<file path="src/rtl/core/etgb_pkg.sv">
// ----------------------------------------------------------------------------
// etgb_pkg
// Types, constants and the divider step shared by the edge/texture gain blend.
// ----------------------------------------------------------------------------
package etgb_pkg;

   localparam int LUMA_W      = 8;
   localparam int RESP_W      = 12;
   localparam int MAG_W       = 12;
   localparam int THR_W       = 11;
   localparam int GAIN_W      = 12;
   localparam int PROD_W      = THR_W + GAIN_W;
   localparam int NUM_W       = PROD_W;
   localparam int FRAC_W      = 10;
   localparam int SCALED_W    = LUMA_W + NUM_W;
   localparam int DIVIDEND_W  = SCALED_W - FRAC_W;
   localparam int QUOT_W      = 10;
   localparam int BITS_PER_STAGE = 2;
   localparam int DIV_STAGES  = QUOT_W / BITS_PER_STAGE;
   localparam int SUM_W       = QUOT_W + 1;

   localparam int APB_DATA_W  = 32;
   localparam int APB_ADDR_W  = 4;

   localparam logic [LUMA_W-1:0] LUMA_MAX = 8'd255;

   localparam logic [THR_W-1:0]  EDGE_THR_RESET    = 11'd64;
   localparam logic [THR_W-1:0]  TEXTURE_THR_RESET = 11'd16;
   localparam logic [GAIN_W-1:0] EDGE_GAIN_RESET   = 12'd512;
   localparam logic [GAIN_W-1:0] TEXTURE_GAIN_RESET = 12'd256;

   localparam logic [1:0] REG_EDGE_THR     = 2'd0;
   localparam logic [1:0] REG_TEXTURE_THR  = 2'd1;
   localparam logic [1:0] REG_EDGE_GAIN    = 2'd2;
   localparam logic [1:0] REG_TEXTURE_GAIN = 2'd3;

   typedef enum logic [1:0] {
      MODE_EDGE,
      MODE_BLEND,
      MODE_RAMP,
      MODE_NONE
   } gain_mode_type;

   typedef struct packed {
      logic [DIVIDEND_W-1:0] rem;
      logic [QUOT_W-1:0]     quot;
   } div_state_type;

   typedef struct packed {
      logic [LUMA_W-1:0] luma;
      logic              positive;
      logic              sticky;
      logic [THR_W-1:0]  den;
   } side_type;

   function automatic div_state_type div_step2(input div_state_type cur,
                                               input logic [THR_W-1:0] den,
                                               input int top_bit);
      div_state_type         nxt;
      logic [DIVIDEND_W-1:0] trial;
      nxt = cur;
      for (int j = 0; j < BITS_PER_STAGE; j++) begin
         trial = DIVIDEND_W'(den) << (top_bit - j);
         if (nxt.rem >= trial) begin
            nxt.rem  = nxt.rem - trial;
            nxt.quot = {nxt.quot[QUOT_W-2:0], 1'b1};
         end else begin
            nxt.quot = {nxt.quot[QUOT_W-2:0], 1'b0};
         end
      end
      return nxt;
   endfunction

endpackage

</file>
<file path="src/rtl/core/edge_texture_gain_blend_unit.sv">
// ----------------------------------------------------------------------------
// edge_texture_gain_blend_unit
// Throughput: one pixel per cycle; busy is never raised, since the
// ten register stages (gain select, two multiplies, sum, luma scale, five
// two-bit divider stages, clamp) move every cycle and the receiver cannot
// stall. Reset (synchronous) clears all valid bits and loads register defaults.
// ----------------------------------------------------------------------------
module edge_texture_gain_blend_unit
   import etgb_pkg::*;
(
   input  logic                            clock,
   input  logic                            reset,
   input  logic                            start,
   output logic                            busy,
   input  logic [LUMA_W-1:0]               req_luma,
   input  logic signed [RESP_W-1:0]        req_edge_response,
   output logic                            rsp_strobe,
   output logic [LUMA_W-1:0]               rsp_enhanced_luma,
   input  logic                            psel,
   input  logic                            penable,
   input  logic                            pwrite,
   input  logic [APB_ADDR_W-1:0]           paddr,
   input  logic [APB_DATA_W-1:0]           pwdata,
   output logic [APB_DATA_W-1:0]           prdata,
   output logic                            pready
);

   // configuration registers
   logic [THR_W-1:0]  edge_thr_ff, edge_thr_in;
   logic [THR_W-1:0]  tex_thr_ff, tex_thr_in;
   logic [GAIN_W-1:0] edge_gain_ff, edge_gain_in;
   logic [GAIN_W-1:0] tex_gain_ff, tex_gain_in;
   logic              cfg_write;

   // stage 1: gain selection
   logic              s1_valid_ff, s1_valid_in;
   logic [LUMA_W-1:0] s1_luma_ff, s1_luma_in;
   logic              s1_pos_ff, s1_pos_in;
   gain_mode_type     s1_mode_ff, s1_mode_in;
   logic [THR_W-1:0]  s1_op_a_ff, s1_op_a_in;
   logic [THR_W-1:0]  s1_op_b_ff, s1_op_b_in;
   logic [THR_W-1:0]  s1_den_ff, s1_den_in;
   logic [MAG_W-1:0]  raw;
   logic [MAG_W-1:0]  mag;
   logic              neg;

   // stage 2: products
   logic              s2_valid_ff, s2_valid_in;
   logic [LUMA_W-1:0] s2_luma_ff, s2_luma_in;
   logic              s2_pos_ff, s2_pos_in;
   gain_mode_type     s2_mode_ff, s2_mode_in;
   logic [THR_W-1:0]  s2_den_ff, s2_den_in;
   logic [PROD_W-1:0] s2_prod_a_ff, s2_prod_a_in;
   logic [PROD_W-1:0] s2_prod_b_ff, s2_prod_b_in;

   // stage 3: numerator
   logic              s3_valid_ff, s3_valid_in;
   logic [LUMA_W-1:0] s3_luma_ff, s3_luma_in;
   logic              s3_pos_ff, s3_pos_in;
   logic [THR_W-1:0]  s3_den_ff, s3_den_in;
   logic [NUM_W-1:0]  s3_num_ff, s3_num_in;
   logic [NUM_W:0]    num_sum;

   // stage 4 onwards: scaled luma into the divider
   logic [SCALED_W-1:0] scaled;
   logic          pipe_valid_ff [0:DIV_STAGES];
   logic          pipe_valid_in [0:DIV_STAGES];
   side_type      pipe_side_ff  [0:DIV_STAGES];
   side_type      pipe_side_in  [0:DIV_STAGES];
   div_state_type div_ff        [0:DIV_STAGES];
   div_state_type div_in        [0:DIV_STAGES];

   // output stage
   logic              out_valid_ff, out_valid_in;
   logic [LUMA_W-1:0] out_luma_ff, out_luma_in;
   div_state_type     fin;
   side_type          fin_side;
   logic              inexact;
   logic [SUM_W-1:0]  up_sum;
   logic [SUM_W-1:0]  down_amt;

   assign busy   = 1'b0;
   assign pready = 1'b1;

   // ---------------------------------------------------------------- config
   assign cfg_write = psel & penable & pwrite & pready;

   always_comb begin
      edge_thr_in  = edge_thr_ff;
      tex_thr_in   = tex_thr_ff;
      edge_gain_in = edge_gain_ff;
      tex_gain_in  = tex_gain_ff;
      if (cfg_write) begin
         case (paddr[3:2])
            REG_EDGE_THR:     edge_thr_in  = pwdata[THR_W-1:0];
            REG_TEXTURE_THR:  tex_thr_in   = pwdata[THR_W-1:0];
            REG_EDGE_GAIN:    edge_gain_in = pwdata[GAIN_W-1:0];
            REG_TEXTURE_GAIN: tex_gain_in  = pwdata[GAIN_W-1:0];
            default: ;
         endcase
      end
   end

   always_comb begin
      case (paddr[3:2])
         REG_EDGE_THR:     prdata = APB_DATA_W'(edge_thr_ff);
         REG_TEXTURE_THR:  prdata = APB_DATA_W'(tex_thr_ff);
         REG_EDGE_GAIN:    prdata = APB_DATA_W'(edge_gain_ff);
         REG_TEXTURE_GAIN: prdata = APB_DATA_W'(tex_gain_ff);
         default:          prdata = '0;
      endcase
   end

   always_ff @(posedge clock) begin
      if (reset) begin
         edge_thr_ff  <= EDGE_THR_RESET;
         tex_thr_ff   <= TEXTURE_THR_RESET;
         edge_gain_ff <= EDGE_GAIN_RESET;
         tex_gain_ff  <= TEXTURE_GAIN_RESET;
      end else begin
         edge_thr_ff  <= edge_thr_in;
         tex_thr_ff   <= tex_thr_in;
         edge_gain_ff <= edge_gain_in;
         tex_gain_ff  <= tex_gain_in;
      end
   end

   // ---------------------------------------------------------------- stage 1
   assign raw = req_edge_response;
   assign neg = raw[MAG_W-1];
   assign mag = neg ? MAG_W'(~raw + MAG_W'(1)) : raw;

   always_comb begin
      s1_valid_in = start & ~busy;
      s1_luma_in  = req_luma;
      s1_pos_in   = ~neg & (raw != '0);
      s1_op_a_in  = '0;
      s1_op_b_in  = '0;
      s1_den_in   = THR_W'(1);
      if (mag >= {1'b0, edge_thr_ff}) begin
         s1_mode_in = MODE_EDGE;
      end else if (mag >= {1'b0, tex_thr_ff}) begin
         s1_mode_in = MODE_BLEND;
         s1_op_a_in = THR_W'(mag - {1'b0, tex_thr_ff});
         s1_op_b_in = THR_W'({1'b0, edge_thr_ff} - mag);
         s1_den_in  = edge_thr_ff - tex_thr_ff;
      end else if (tex_thr_ff != '0) begin
         s1_mode_in = MODE_RAMP;
         s1_op_b_in = THR_W'(mag);
         s1_den_in  = tex_thr_ff;
      end else begin
         s1_mode_in = MODE_NONE;
      end
   end

   // ---------------------------------------------------------------- stage 2
   always_comb begin
      s2_valid_in  = s1_valid_ff;
      s2_luma_in   = s1_luma_ff;
      s2_pos_in    = s1_pos_ff;
      s2_mode_in   = s1_mode_ff;
      s2_den_in    = s1_den_ff;
      s2_prod_a_in = PROD_W'(s1_op_a_ff) * PROD_W'(edge_gain_ff);
      s2_prod_b_in = PROD_W'(s1_op_b_ff) * PROD_W'(tex_gain_ff);
   end

   // ---------------------------------------------------------------- stage 3
   assign num_sum = {1'b0, s2_prod_a_ff} + {1'b0, s2_prod_b_ff};

   always_comb begin
      s3_valid_in = s2_valid_ff;
      s3_luma_in  = s2_luma_ff;
      s3_pos_in   = s2_pos_ff;
      s3_den_in   = s2_den_ff;
      if (s2_mode_ff == MODE_EDGE) begin
         s3_num_in = NUM_W'(edge_gain_ff);
      end else begin
         s3_num_in = num_sum[NUM_W-1:0];
      end
   end

   // ---------------------------------------------------------------- stage 4
   assign scaled = SCALED_W'(s3_luma_ff) * SCALED_W'(s3_num_ff);

   always_comb begin
      pipe_valid_in[0]         = s3_valid_ff;
      pipe_side_in[0].luma     = s3_luma_ff;
      pipe_side_in[0].positive = s3_pos_ff;
      pipe_side_in[0].sticky   = |scaled[FRAC_W-1:0];
      pipe_side_in[0].den      = s3_den_ff;
      div_in[0].rem            = scaled[SCALED_W-1:FRAC_W];
      div_in[0].quot           = '0;
   end

   always_ff @(posedge clock) begin
      if (reset) begin
         s1_valid_ff      <= 1'b0;
         s2_valid_ff      <= 1'b0;
         s3_valid_ff      <= 1'b0;
         pipe_valid_ff[0] <= 1'b0;
      end else begin
         s1_valid_ff      <= s1_valid_in;
         s2_valid_ff      <= s2_valid_in;
         s3_valid_ff      <= s3_valid_in;
         pipe_valid_ff[0] <= pipe_valid_in[0];
      end
      s1_luma_ff      <= s1_luma_in;
      s1_pos_ff       <= s1_pos_in;
      s1_mode_ff      <= s1_mode_in;
      s1_op_a_ff      <= s1_op_a_in;
      s1_op_b_ff      <= s1_op_b_in;
      s1_den_ff       <= s1_den_in;
      s2_luma_ff      <= s2_luma_in;
      s2_pos_ff       <= s2_pos_in;
      s2_mode_ff      <= s2_mode_in;
      s2_den_ff       <= s2_den_in;
      s2_prod_a_ff    <= s2_prod_a_in;
      s2_prod_b_ff    <= s2_prod_b_in;
      s3_luma_ff      <= s3_luma_in;
      s3_pos_ff       <= s3_pos_in;
      s3_den_ff       <= s3_den_in;
      s3_num_ff       <= s3_num_in;
      pipe_side_ff[0] <= pipe_side_in[0];
      div_ff[0]       <= div_in[0];
   end

   // ---------------------------------------------------------------- divider
   for (genvar k = 0; k < DIV_STAGES; k++) begin : g_div
      always_comb begin
         pipe_valid_in[k+1] = pipe_valid_ff[k];
         pipe_side_in[k+1]  = pipe_side_ff[k];
         div_in[k+1]        = div_step2(div_ff[k], pipe_side_ff[k].den,
                                        QUOT_W - 1 - BITS_PER_STAGE * k);
      end

      always_ff @(posedge clock) begin
         if (reset) begin
            pipe_valid_ff[k+1] <= 1'b0;
         end else begin
            pipe_valid_ff[k+1] <= pipe_valid_in[k+1];
         end
         pipe_side_ff[k+1] <= pipe_side_in[k+1];
         div_ff[k+1]       <= div_in[k+1];
      end
   end

   // ---------------------------------------------------------------- clamp
   assign fin      = div_ff[DIV_STAGES];
   assign fin_side = pipe_side_ff[DIV_STAGES];
   assign inexact  = (fin.rem != '0) | fin_side.sticky;
   assign up_sum   = SUM_W'(fin_side.luma) + SUM_W'(fin.quot);
   assign down_amt = SUM_W'(fin.quot) + SUM_W'(inexact);

   always_comb begin
      out_valid_in = pipe_valid_ff[DIV_STAGES];
      if (fin_side.positive) begin
         if (up_sum > SUM_W'(LUMA_MAX)) begin
            out_luma_in = LUMA_MAX;
         end else begin
            out_luma_in = up_sum[LUMA_W-1:0];
         end
      end else begin
         if (SUM_W'(fin_side.luma) >= down_amt) begin
            out_luma_in = LUMA_W'(SUM_W'(fin_side.luma) - down_amt);
         end else begin
            out_luma_in = '0;
         end
      end
   end

   always_ff @(posedge clock) begin
      if (reset) begin
         out_valid_ff <= 1'b0;
      end else begin
         out_valid_ff <= out_valid_in;
      end
      out_luma_ff <= out_luma_in;
   end

   assign rsp_strobe        = out_valid_ff;
   assign rsp_enhanced_luma = out_luma_ff;

endmodule

</file>
<file path="config.mk">
export PLATFORM = sky130hd
export DESIGN_NAME = edge_texture_gain_blend_unit
export DESIGN_NICKNAME = d
export VERILOG_FILES = /design/src/rtl/core/etgb_pkg.sv /design/src/rtl/core/edge_texture_gain_blend_unit.sv
export SDC_FILE = /design/constraint.sdc
export NUM_CORES = 2
export LEC_CHECK = 0
export ABC_AREA = 0
export ABC_CLOCK_PERIOD_IN_PS = 14900
export BUFFER_PORTS_ARGS = -buffer_cell sky130_fd_sc_hd__clkbuf_2
export CORE_MARGIN = 2
export CORE_UTILIZATION = 60
export DETAILED_ROUTE_END_ITERATION = 7
export PLACE_DENSITY = 0.77
export SYNTH_ARGS = -nofsm -noshare
export SYNTH_HDL_FRONTEND = slang
export SYNTH_SLANG_ARGS = --single-unit
</file>
<file path="constraint.sdc">
create_clock -name clock -period 14.9 [get_ports clock]
set_clock_uncertainty 0.15 [all_clocks]
set_input_delay 2.235 -clock clock [delete_from_list [all_inputs] [get_ports clock]]
set_output_delay 2.235 -clock clock [all_outputs]
set_load 0.005 [all_outputs]
</file>
==> impl_metrics.csv <==
group,metric,value,unit
pwr,ir_drop,0.136,mV
synth,synth_flop_cell,"dfxtp_1",
synth,async_reset_ff_share,0,%
cts,clk_pin_slew,0.06,ns
pwr,power_density,185,nW/um^2
grt,grt_max_degree,57,
final_layout,multi_input_area,24500,sq um
floorplanning,die_area,63500,sq um
final_layout,drive_above_1_share,5.96,%
sta,tightest_slew,1.26,ns
cts,cts-resized-gates,0,
sta,tns,0,ns
placed_design,dp_slack,8.05,ns
floorplanning,design.core.area,60600,sq um
sta,period_share,46.8,%
final_layout,ff_latch_area,9810,sq um
min_path,hold_class,"flop to flop",
cts,cts-buffers-inserted,50,
cts,cts_sinks,490,
setup_path,startpoint_type,"flop",
placed_design,dp_hpwl,63.9,mm
detailed_routing,vias,27700,
min_path,min_path_cells,0,
detailed_routing,drtIter0Drc,1557,
detailed_routing,first_pass_iters,7,
final_layout,finalInstanceArea,39300,sq um
cts,cts_tree,"yes",
setup_path,worstSetupPathType,"flop to flop",
floorplanning,die_w,252,um
min_path,worstHoldStart,"div_ff[4][0]",
cts,clock_latency,0.62,ns
cts,htreeDepth,2,
final_layout,nFillCells,5013,
synth,syn_avg_cell_area,9.02,sq um
sta,finalHoldWorstSlack,0.168,ns
setup_path,timing.rr.start,"pipe_side_ff[0][9]",
detailed_routing,via_per_inst,5.63,
sta,fmax,143,MHz
grt,grt.total_usage,26.3,%
sta,slew_headroom,16.2,%
setup_path,rr_worst_depth,21,
detailed_routing,wl_per_cell,16.6,um
cts,hold_buffers,0,
sta,hold_viol,0,
final_layout,antenna_cells,0,
sta,setup_ws,7.93,ns
synth,synthCells,4091,
floorplanning,die_y,252,um
detailed_routing,drc_errors,0,
job,max_cap_violations,0,
synth,synth-edff-count,0,
sta,drv_slew,0,
placed_design,place_congestion,0.903,
detailed_routing,wl,81.5,mm
run_status,status,"finished clean",
synth,ys_seq_area_share,26.6,%
synth,synth_commonest_cells,"inv_1, dfxtp_1, nand2_1",
detailed_routing,ant_nets,0,
placed_design,place_area,37700,sq um
synth,synthTopCellsByArea,"dfxtp_1, fa_1, ha_1",
synth,synth_cell_types,83,
synth,post-synth-top-count-cell,"inv_1",
final_layout,nets,4839,
setup_path,crit_required,15.21,ns
floorplanning,rows,90,
final_layout,areaGrowthSynthToFinish,6.68,%
grt,antenna_found_initial,1,
synth,yosysWarnings,0,
synth,synth_top_area_share,26.6,%
setup_path,cp_data_arrival_time,7.28,ns
final_layout,final_util,64.9,%
synth,ys_ff_latch,490,
cts,cts_setup_buffers,0,
sta,period_needed,6.97,ns
grt,gr-total-overflow,0,
sta,finalSetupViolCount,0,
synth,syn_area,36900,sq um
cts,clockRootBuffer,"clkbuf_16",
placed_design,port_buffers,60,
setup_path,worstSetupStartpoint,"pipe_side_ff[0][9]",
cts,cts.path.max_buffers,3,
floorplanning,start_util,60.9,%
setup_path,crit_path_max_fanout,17,
synth,yosysTopAreaCell,"dfxtp_1",
pwr,p_leak,18.4,nW
grt,grt_pass1_vias,28200,
floorplanning,ios,105,
grt,grt_first_pass_wirelength,137,mm
sta,rsz0062_at_grt,"false",
setup_path,end_kind,"flop",
cell families after synthesis:
kind of cell | synth area share (%)
adders and majority gates | 29.8
muxes | 2.68
other | 0.0204
and+or+nand+nor | 17.2
buffers and inverters | 7.19
xor gates and xnor gates | 4.94
DFF | 26.6
AOI/OAI and AO/OA | 11.6
per-layer routing:
| layer | GRT usage (%) | vias up | share of wire, % |
|---|---|---|---|
| li1 | - | 13400 | - |
| met1 | 30.7 | 13300 | 40 |
| met2 | 48.2 | 675 | 51 |
| met3 | 3.01 | 220 | 4.2 |
| met4 | 11.6 | 2 | 4.4 |
| met5 | 0 | - | 0.018 |
registers in the layout, summed over array words and instances (netlist names), 6 cells and up:
signal / cells
edge_gain_ff: 12
s1_luma_ff: 8
s1_den_ff: 11
s2_prod_a_ff: 23
tex_gain_ff: 12
s1_op_a_ff: 11
pipe_valid_ff: 6
s3_luma_ff: 8
tex_thr_ff: 11
div_ff: 156
s1_op_b_ff: 11
s2_prod_b_ff: 23
s2_den_ff: 11
edge_thr_ff: 11
rsp_enhanced_luma: 8
s3_num_ff: 23
s2_luma_ff: 8
pipe_side_ff: 115
s3_den_ff: 11
path summary, 6_finish.rpt:
check | slack [ns] | to
max | 7.93 | div_ff[1][20]
min | 0.17 | div_ff[5][2]
max reg2reg | 7.93 | div_ff[1][20]
min reg2reg | 0.17 | div_ff[5][2]
placed cells by master (no fill, tap or decap), drive strengths merged, types with 12 or more instances in the layout:
master  count
fa        320
and3       16
a21boi     25
nand3      57
nor2      174
a211oi     24
ha        366
o21ai     147
dfxtp     490
nand4      29
o21a       20
or4        14
nand2b     29
o21bai     22
o31ai      19
a21o       69
conb       22
a21oi     239
nor4       34
mux2i      19
nand2     457
and2      271
or3        25
mux2       49
xor2       52
inv       540
or2        14
o211ai     12
a31oi      15
clkbuf    125
nor2b      54
o41ai      13
xnor2     156
nor3       52
through the flow:
stage               total power, mW  cells
floorplan                      5.15   4111
global placement               5.88   4821
detailed placement             5.98   4821
CTS                            7.28   4910
global route                   7.89   4910
finish                         7.28   4910
worst max-delay path, stage by stage (launching register included):
cell and delay [ns]:
dfxtp_1 0.42, inv_1 0.12, ha_1 0.38, nand3_1 0.13, or4_1 0.11, nor2_1 0.03
a2111oi_0 0.85, o21a_1 0.56, inv_1 0.21, o21ai_0 0.41, inv_1 0.10, ha_1 0.31
nor2b_1 0.14, o21ai_0 0.20, a21boi_0 0.15, o21ai_0 0.24, a21boi_0 0.16, o21ai_0 0.23
a21oi_1 0.15, o41ai_1 0.52, nand4b_1 0.70, mux2_2 0.51
power by group:
part	internal, mW	total, mW	switching (mW)
logic	1.90	4.16	2.25
clock network	0.725	1.25	0.528
registers	1.63	1.87	0.238
final cells by class:
cell class,count,share of cell area [%]
multi-input combinational,2941,62.3
sequential,490,24.9
tap,782,2.49
clock buffer,65,3.50
timing repair buffer,70,0.954
inverter,538,5.13
clock inverter,24,0.722
No activity file was read; power rests on OpenSTA's default activity.
